===== src/rtl/core/clcg_pkg.sv =====
// shared types and constants of the combined lcg / xorshift / mwc generator
package clcg_pkg;

    localparam logic [63:0] LCG_MUL = 64'd2862933555777941757;
    localparam logic [63:0] LCG_ADD = 64'd7046029254386353087;
    localparam logic [31:0] MWC_MUL = 32'd4294957665;
    localparam logic [63:0] XS_INIT = 64'd4101842887655102017;

    localparam logic [31:0] LCG_MUL_LO = LCG_MUL[31:0];
    localparam logic [31:0] LCG_MUL_HI = LCG_MUL[63:32];

    // warm-up step numbers of a seed item
    localparam logic [1:0] WARM_FIRST  = 2'd0;
    localparam logic [1:0] WARM_SECOND = 2'd1;
    localparam logic [1:0] WARM_LAST   = 2'd2;

    // action codes
    localparam logic ACT_SEED = 1'b0;

    typedef enum logic [2:0] {
        ST_IDLE,
        ST_MUL0,
        ST_MUL1,
        ST_MUL2,
        ST_MUL3,
        ST_UPD,
        ST_OUT
    } state_t;

    // operand pair fed to the shared multiplier
    typedef enum logic [1:0] {
        OP_ULO_CLO,
        OP_UHI_CLO,
        OP_ULO_CHI,
        OP_WLO_MWC
    } op_sel_t;

    typedef struct packed {
        op_sel_t op_sel;
        logic    in_ready;
        logic    seed_load;
        logic    acc_load;
        logic    acc_add;
        logic    upd;
        logic    copy_xs;
        logic    copy_mwc;
        logic    out_load;
    } ctrl_t;

endpackage


===== src/rtl/core/clcg_mul32.sv =====
// shared 32x32 unsigned multiplier with registered product
module clcg_mul32 (
    input  logic        aclk,
    input  logic [31:0] op_a,
    input  logic [31:0] op_b,
    output logic [63:0] prod
);

    logic [63:0] prod_reg;

    always_ff @(posedge aclk) begin
        prod_reg <= 64'(op_a) * 64'(op_b);
    end

    assign prod = prod_reg;

endmodule


===== src/rtl/core/clcg_seq.sv =====
// sequencer that steps the shared multiplier through one generator step, or three warm-up steps for a seed
module clcg_seq (
    input  logic              aclk,
    input  logic              aresetn,
    input  logic              in_valid,
    input  logic              in_action,
    input  logic              out_free,
    output clcg_pkg::ctrl_t   ctrl
);

    clcg_pkg::state_t state_reg, state_next;
    logic [1:0]       warm_reg, warm_next;
    logic             seeding_reg, seeding_next;

    always_ff @(posedge aclk) begin
        if (!aresetn) begin
            state_reg   <= clcg_pkg::ST_IDLE;
            warm_reg    <= clcg_pkg::WARM_FIRST;
            seeding_reg <= 1'b0;
        end else begin
            state_reg   <= state_next;
            warm_reg    <= warm_next;
            seeding_reg <= seeding_next;
        end
    end

    // next state
    always_comb begin
        state_next   = state_reg;
        warm_next    = warm_reg;
        seeding_next = seeding_reg;
        case (state_reg)
            clcg_pkg::ST_IDLE: begin
                if (in_valid) begin
                    state_next   = clcg_pkg::ST_MUL0;
                    warm_next    = clcg_pkg::WARM_FIRST;
                    seeding_next = (in_action == clcg_pkg::ACT_SEED);
                end
            end
            clcg_pkg::ST_MUL0: state_next = clcg_pkg::ST_MUL1;
            clcg_pkg::ST_MUL1: state_next = clcg_pkg::ST_MUL2;
            clcg_pkg::ST_MUL2: state_next = clcg_pkg::ST_MUL3;
            clcg_pkg::ST_MUL3: state_next = clcg_pkg::ST_UPD;
            clcg_pkg::ST_UPD: begin
                if (!seeding_reg) begin
                    state_next = clcg_pkg::ST_OUT;
                end else if (warm_reg == clcg_pkg::WARM_LAST) begin
                    state_next = clcg_pkg::ST_IDLE;
                end else begin
                    state_next = clcg_pkg::ST_MUL0;
                    warm_next  = warm_reg + 2'd1;
                end
            end
            clcg_pkg::ST_OUT: begin
                if (out_free) begin
                    state_next = clcg_pkg::ST_IDLE;
                end
            end
            default: state_next = clcg_pkg::ST_IDLE;
        endcase
    end

    // control outputs
    always_comb begin
        ctrl           = '0;
        ctrl.op_sel    = clcg_pkg::OP_ULO_CLO;
        case (state_reg)
            clcg_pkg::ST_IDLE: begin
                ctrl.in_ready  = 1'b1;
                ctrl.seed_load = in_valid && (in_action == clcg_pkg::ACT_SEED);
            end
            clcg_pkg::ST_MUL0: ctrl.op_sel = clcg_pkg::OP_ULO_CLO;
            clcg_pkg::ST_MUL1: begin
                ctrl.op_sel   = clcg_pkg::OP_UHI_CLO;
                ctrl.acc_load = 1'b1;
            end
            clcg_pkg::ST_MUL2: begin
                ctrl.op_sel  = clcg_pkg::OP_ULO_CHI;
                ctrl.acc_add = 1'b1;
            end
            clcg_pkg::ST_MUL3: begin
                ctrl.op_sel  = clcg_pkg::OP_WLO_MWC;
                ctrl.acc_add = 1'b1;
            end
            clcg_pkg::ST_UPD: begin
                ctrl.upd      = 1'b1;
                ctrl.copy_xs  = seeding_reg && (warm_reg == clcg_pkg::WARM_FIRST);
                ctrl.copy_mwc = seeding_reg && (warm_reg == clcg_pkg::WARM_SECOND);
            end
            clcg_pkg::ST_OUT: ctrl.out_load = out_free;
            default: ctrl = '0;
        endcase
    end

endmodule


===== src/rtl/core/combined_lcg_xorshift_mwc_prng_core.sv =====
// top level of the combined lcg / xorshift / mwc generator: state words, datapath, stream ports
// output item: accepted in idle, then mul0 to mul3 and upd; result register loads in out once free
// seed item: 3 warm-up steps, each through mul0 to mul3 and upd, then idle again with no output
// items are taken only in idle; one shared 32x32 multiplier forms the four products of each step
// a finished item may wait in the output register while the next item is taken
// synchronous active-low reset: lcg word 0, xorshift word 4101842887655102017, mwc word 1
module combined_lcg_xorshift_mwc_prng_core (
    input  logic        aclk,
    input  logic        aresetn,
    input  logic        s_tvalid,
    output logic        s_tready,
    input  logic [63:0] s_tdata,   // [63:0] seed_value
    input  logic [0:0]  s_tuser,   // [0] action
    output logic        m_tvalid,
    input  logic        m_tready,
    output logic [63:0] m_tdata    // [63:0] random_word
);

    clcg_pkg::ctrl_t ctrl;

    // generator state
    logic [63:0] lcg_reg, lcg_next;
    logic [63:0] xs_reg, xs_next;
    logic [63:0] mwc_reg, mwc_next;

    // partial sum of the 64-bit lcg product
    logic [63:0] acc_reg;

    // output register
    logic [63:0] out_reg;
    logic        out_valid_reg;
    logic        out_free;

    logic [31:0] mul_a, mul_b;
    logic [63:0] prod;

    logic [63:0] lcg_step, xs_a, xs_b, xs_step, mwc_step;
    logic [63:0] scr_a, scr_b, scr_c, result;

    assign out_free = !out_valid_reg || m_tready;

    clcg_seq u_seq (
        .aclk      (aclk),
        .aresetn   (aresetn),
        .in_valid  (s_tvalid),
        .in_action (s_tuser[0]),
        .out_free  (out_free),
        .ctrl      (ctrl)
    );

    // operand select for the shared multiplier
    // lcg word times constant mod 2^64 = lo*lo + ((hi*lo + lo*hi) << 32)
    always_comb begin
        case (ctrl.op_sel)
            clcg_pkg::OP_ULO_CLO: begin
                mul_a = lcg_reg[31:0];
                mul_b = clcg_pkg::LCG_MUL_LO;
            end
            clcg_pkg::OP_UHI_CLO: begin
                mul_a = lcg_reg[63:32];
                mul_b = clcg_pkg::LCG_MUL_LO;
            end
            clcg_pkg::OP_ULO_CHI: begin
                mul_a = lcg_reg[31:0];
                mul_b = clcg_pkg::LCG_MUL_HI;
            end
            clcg_pkg::OP_WLO_MWC: begin
                mul_a = mwc_reg[31:0];
                mul_b = clcg_pkg::MWC_MUL;
            end
            default: begin
                mul_a = lcg_reg[31:0];
                mul_b = clcg_pkg::LCG_MUL_LO;
            end
        endcase
    end

    clcg_mul32 u_mul (
        .aclk (aclk),
        .op_a (mul_a),
        .op_b (mul_b),
        .prod (prod)
    );

    // low-by-low product lands first, the two cross terms only touch the upper half
    always_ff @(posedge aclk) begin
        if (ctrl.acc_load) begin
            acc_reg <= prod;
        end else if (ctrl.acc_add) begin
            acc_reg[63:32] <= acc_reg[63:32] + prod[31:0];
        end
    end

    // one step of all three words; the mwc product is on the multiplier output in the update cycle
    always_comb begin
        lcg_step = acc_reg + clcg_pkg::LCG_ADD;
        xs_a     = xs_reg ^ (xs_reg >> 17);
        xs_b     = xs_a ^ (xs_a << 31);
        xs_step  = xs_b ^ (xs_b >> 8);
        mwc_step = prod + {32'd0, mwc_reg[63:32]};
    end

    always_comb begin
        lcg_next = lcg_reg;
        xs_next  = xs_reg;
        mwc_next = mwc_reg;
        if (ctrl.seed_load) begin
            // zero seed falls back to the fixed constant
            lcg_next = (s_tdata != 64'd0) ? s_tdata : clcg_pkg::XS_INIT;
            xs_next  = clcg_pkg::XS_INIT;
            mwc_next = 64'd1;
        end else if (ctrl.upd) begin
            lcg_next = lcg_step;
            // warm-up copies: after the first step xorshift takes the lcg word,
            // after the second mwc takes the xorshift word
            xs_next  = ctrl.copy_xs ? lcg_step : xs_step;
            mwc_next = ctrl.copy_mwc ? xs_step : mwc_step;
        end
    end

    always_ff @(posedge aclk) begin
        if (!aresetn) begin
            lcg_reg <= 64'd0;
            xs_reg  <= clcg_pkg::XS_INIT;
            mwc_reg <= 64'd1;
        end else begin
            lcg_reg <= lcg_next;
            xs_reg  <= xs_next;
            mwc_reg <= mwc_next;
        end
    end

    // output scramble of the lcg word, combined with the other two words
    always_comb begin
        scr_a  = lcg_reg ^ (lcg_reg << 21);
        scr_b  = scr_a ^ (scr_a >> 35);
        scr_c  = scr_b ^ (scr_b << 4);
        result = (scr_c + xs_reg) ^ mwc_reg;
    end

    always_ff @(posedge aclk) begin
        if (!aresetn) begin
            out_valid_reg <= 1'b0;
        end else if (ctrl.out_load) begin
            out_valid_reg <= 1'b1;
        end else if (m_tready) begin
            out_valid_reg <= 1'b0;
        end
    end

    always_ff @(posedge aclk) begin
        if (ctrl.out_load) begin
            out_reg <= result;
        end
    end

    // no item is taken while reset is held
    assign s_tready = ctrl.in_ready && aresetn;
    assign m_tvalid = out_valid_reg;
    assign m_tdata  = out_reg;

    // busy for the whole step once an item is taken
    assert property (@(posedge aclk) disable iff (!aresetn)
        s_tvalid && s_tready |=> !s_tready)
        else $error("input taken while a step is still running");

    // accumulator, update and output load never overlap
    assert property (@(posedge aclk) disable iff (!aresetn)
        $onehot0({ctrl.acc_load, ctrl.acc_add, ctrl.upd, ctrl.out_load, ctrl.seed_load}))
        else $error("overlapping datapath controls");

    // a result shows up only from an output load
    assert property (@(posedge aclk) disable iff (!aresetn)
        $rose(m_tvalid) |-> $past(ctrl.out_load))
        else $error("result valid without an output load");

    // warm-up copies happen only in an update cycle
    assert property (@(posedge aclk) disable iff (!aresetn)
        (ctrl.copy_xs || ctrl.copy_mwc) |-> ctrl.upd)
        else $error("warm-up copy outside an update cycle");

endmodule

===== config.mk =====
export PLATFORM = sky130hd
export DESIGN_NAME = combined_lcg_xorshift_mwc_prng_core
export DESIGN_NICKNAME = d
export VERILOG_FILES = /design/src/rtl/core/clcg_pkg.sv /design/src/rtl/core/clcg_mul32.sv /design/src/rtl/core/clcg_seq.sv /design/src/rtl/core/combined_lcg_xorshift_mwc_prng_core.sv
export SDC_FILE = /design/constraint.sdc
export NUM_CORES = 2
export LEC_CHECK = 0
export ABC_AREA = 1
export BUFFER_PORTS_ARGS = -buffer_cell sky130_fd_sc_hd__buf_2
export CAP_MARGIN = 10
export CORE_MARGIN = 2
export CORE_UTILIZATION = 40
export CTS_BUF_LIST = sky130_fd_sc_hd__clkbuf_16
export DETAILED_ROUTE_END_ITERATION = 8
export GPL_TIMING_DRIVEN = 0
export SYNTH_ARGS = -nofsm -noshare
export SYNTH_HDL_FRONTEND = slang
export SYNTH_SLANG_ARGS = --single-unit

===== constraint.sdc =====
create_clock -name aclk -period 9.3 [get_ports aclk]
set_input_delay 1.86 -clock aclk [delete_from_list [all_inputs] [get_ports aclk]]
set_output_delay 1.86 -clock aclk [all_outputs]
set_load 0.005 [all_outputs]

==> flow_summary.ini <==
[floorplan]
design.core.area_mm2 = 0.1523
die_area_mm2 = 0.1568
start_util = 0.4037
num_io_pins = 135
die_w_um = 396.0
rows = 143
die_h_um = 396.0

[routing]
ant_nets = 0
finalWirelength_um = 340600
vias = 58830
dr.pass1.iters = 6
drtIter0Drc = 6675
wl_per_cell_um = 32.25
drc_errors = 0
via_per_inst = 5.570

[place]
routabilityCongestion = 1.102
place_inst = 10400
hpwl_um = 300200
place_area_mm2 = 0.06488
portBuffers = 134

[timing]
fin_crit_sh = 0.9886
final.min_clock_period_ns = 9.194
clock.fmax_mhz = 108.8
finalHoldViolCount = 0
worst_pin_slew_ns = 1.418
setup_viol = 0
slew_violations = 0
skew_ns = 0.06930
slew-limit-headroom = 0.05152

[logic_synthesis]
avgSynthCellArea_um2 = 7.474
synth_warnings = 0
synth_cell_types = 59
yosys_register_bits = 391
synth_top_area_frac = 0.2550
synth-async-reset-ratio = 0
synth_top_area_cell = fa_1
synthTopCellsByArea = fa_1 (25%), inv_1 (11%), nand2_1 (10%)
synth_most_common_cell = inv_1
synthesis.area_mm2 = 0.06147
ys_seq_area_frac = 0.1482
synth_common_cells = inv_1 (1,769), nand2_1 (1,639), fa_1 (783)
syn-instance-count = 8225
synthFlopType = dfxtp_1
synth-edff-count = 128
syn_nets = 9561

[final_layout]
final_util = 0.4442
areaGrowthSynthToFinish_pct = 10.04
drive_above_1_share = 0.06682
fin_cells = 10560
finalNetCount = 9809
fin_area_mm2 = 0.06764

[setup_path]
end_kind = flop
path_common_cell = fa_1
worstPathArrival_ns = 9.70
slowest_stage = nor2_1
startpoint_type = flop
reg2reg_slack_ns = 0.11
crit_required_ns = 9.80
worst-setup-path-type = flop to flop
crit_buf_inv = 7
cp_max_fo = 10
max_stage_delay_ns = 0.61
critical_path.top_delay_family = adder cells

[clocking]
clkLatencyLatePin_ns = 0.69
cts_tree = done
cts_max_level = 2
clock_path_buffers = 3
clock_sinks = 391
clk_pin_slew_ns = 0.06
cts-root-buf = clkbuf_16
tritoncts.num_buffers = 53

[global_routing]
grt_first_pass_wirelength_um = 461600
antenna_found_initial = 20
grt_max_degree = 42
grt_overflow = 0
grt_pass1_vias = 57160
grt_usage = 0.4294

[outcome]
outcome = finished, final reports clean

[run]
cap_violations = 0

[min_path]
hp-class = flop to flop
-- layout by cell type (no fill, tap or decap), types with 128 or more instances in the layout --
cell type / count
fa_1: 781
nand2_1: 1618
o21ai_0: 366
nand3_1: 355
ha_1: 484
dfxtp_1: 263
inv_1: 1766
xnor2_1: 208
edfxtp_1: 128
a21oi_1: 469
buf_2: 164
xor2_1: 314
nor2_1: 678
-- worst paths after layout --
check                                  start                        to  depth (start not counted)
max          u_seq.state_reg[1]$_SDFFE_PN0P_    u_mul.prod[58]$_DFF_P_                         30
min                 lcg_reg[59]$_SDFFE_PN0P_  lcg_reg[59]$_SDFFE_PN0P_                          2
max reg2reg  u_seq.state_reg[1]$_SDFFE_PN0P_    u_mul.prod[58]$_DFF_P_                         30
min reg2reg         lcg_reg[59]$_SDFFE_PN0P_  lcg_reg[59]$_SDFFE_PN0P_                          2
-- metal layers --
layer,global-route usage,part of all wire,vias to the layer above
li1,-,-,25990
met5,0,0.00023,-
met2,0.6477,0.43,3117
met4,0.3197,0.090,12
met3,0.1102,0.095,796
met1,0.5284,0.38,28920
-- final cells by class --
class,count,area [µm²]
fill,16030,84620
inverter,1803,6832
clock buffer,55,1376
tap,2030,2540
clock inverter,43,417.9
buffer,134,694.4
sequential,391,9109
timing repair buffer,194,1271
antenna,15,37.54
multi-input combinational,5896,45360
-- tightest hold or removal path, stage by stage, from the launching register on --
cell and delay, ns:
dfxtp_1 0.34, nand2_1 0.07, a21oi_1 0.05
-- kinds of logic (layout without fill, tap and decap cells) --
kind of cell	Yosys count	after routing	share of synthesized area
adder cells (fa/ha/maj)	1267	1267	0.3535
AO/OA/AOI/OAI	1121	1121	0.1014
buffers and inverters	1938	2229	0.1208
flip-flops	391	391	0.1482
AND/OR/NAND/NOR	2981	2981	0.2010
XOR/XNOR	527	527	0.07521
other	0	15	0
-- per-stage QoR --
stage	setup TNS (ns)	hold WS (ns)	setup WS [ns]
2_1_floorplan	0	0.4382	1.600
3_3_place_gp	-40.53	0.4997	-1.511
3_5_place_dp	-38.95	0.4973	-1.515
4_1_cts	0	0.5057	0.004677
5_1_grt	-0.02953	0.5398	-0.02953
6_report	0	0.5101	0.1060
-- timing repair --
action / CTS / global route
buffers inserted: 20 / 25
endpoints found under the setup margin: 45 / 34
gates resized for setup: 71 / 75
hold buffers: 0 / 0
pin swaps: 0 / 6
Power is left out: the tool's default activity adds up to more than one toggle a clock period on the data nets, which glitch-free logic cannot reach.
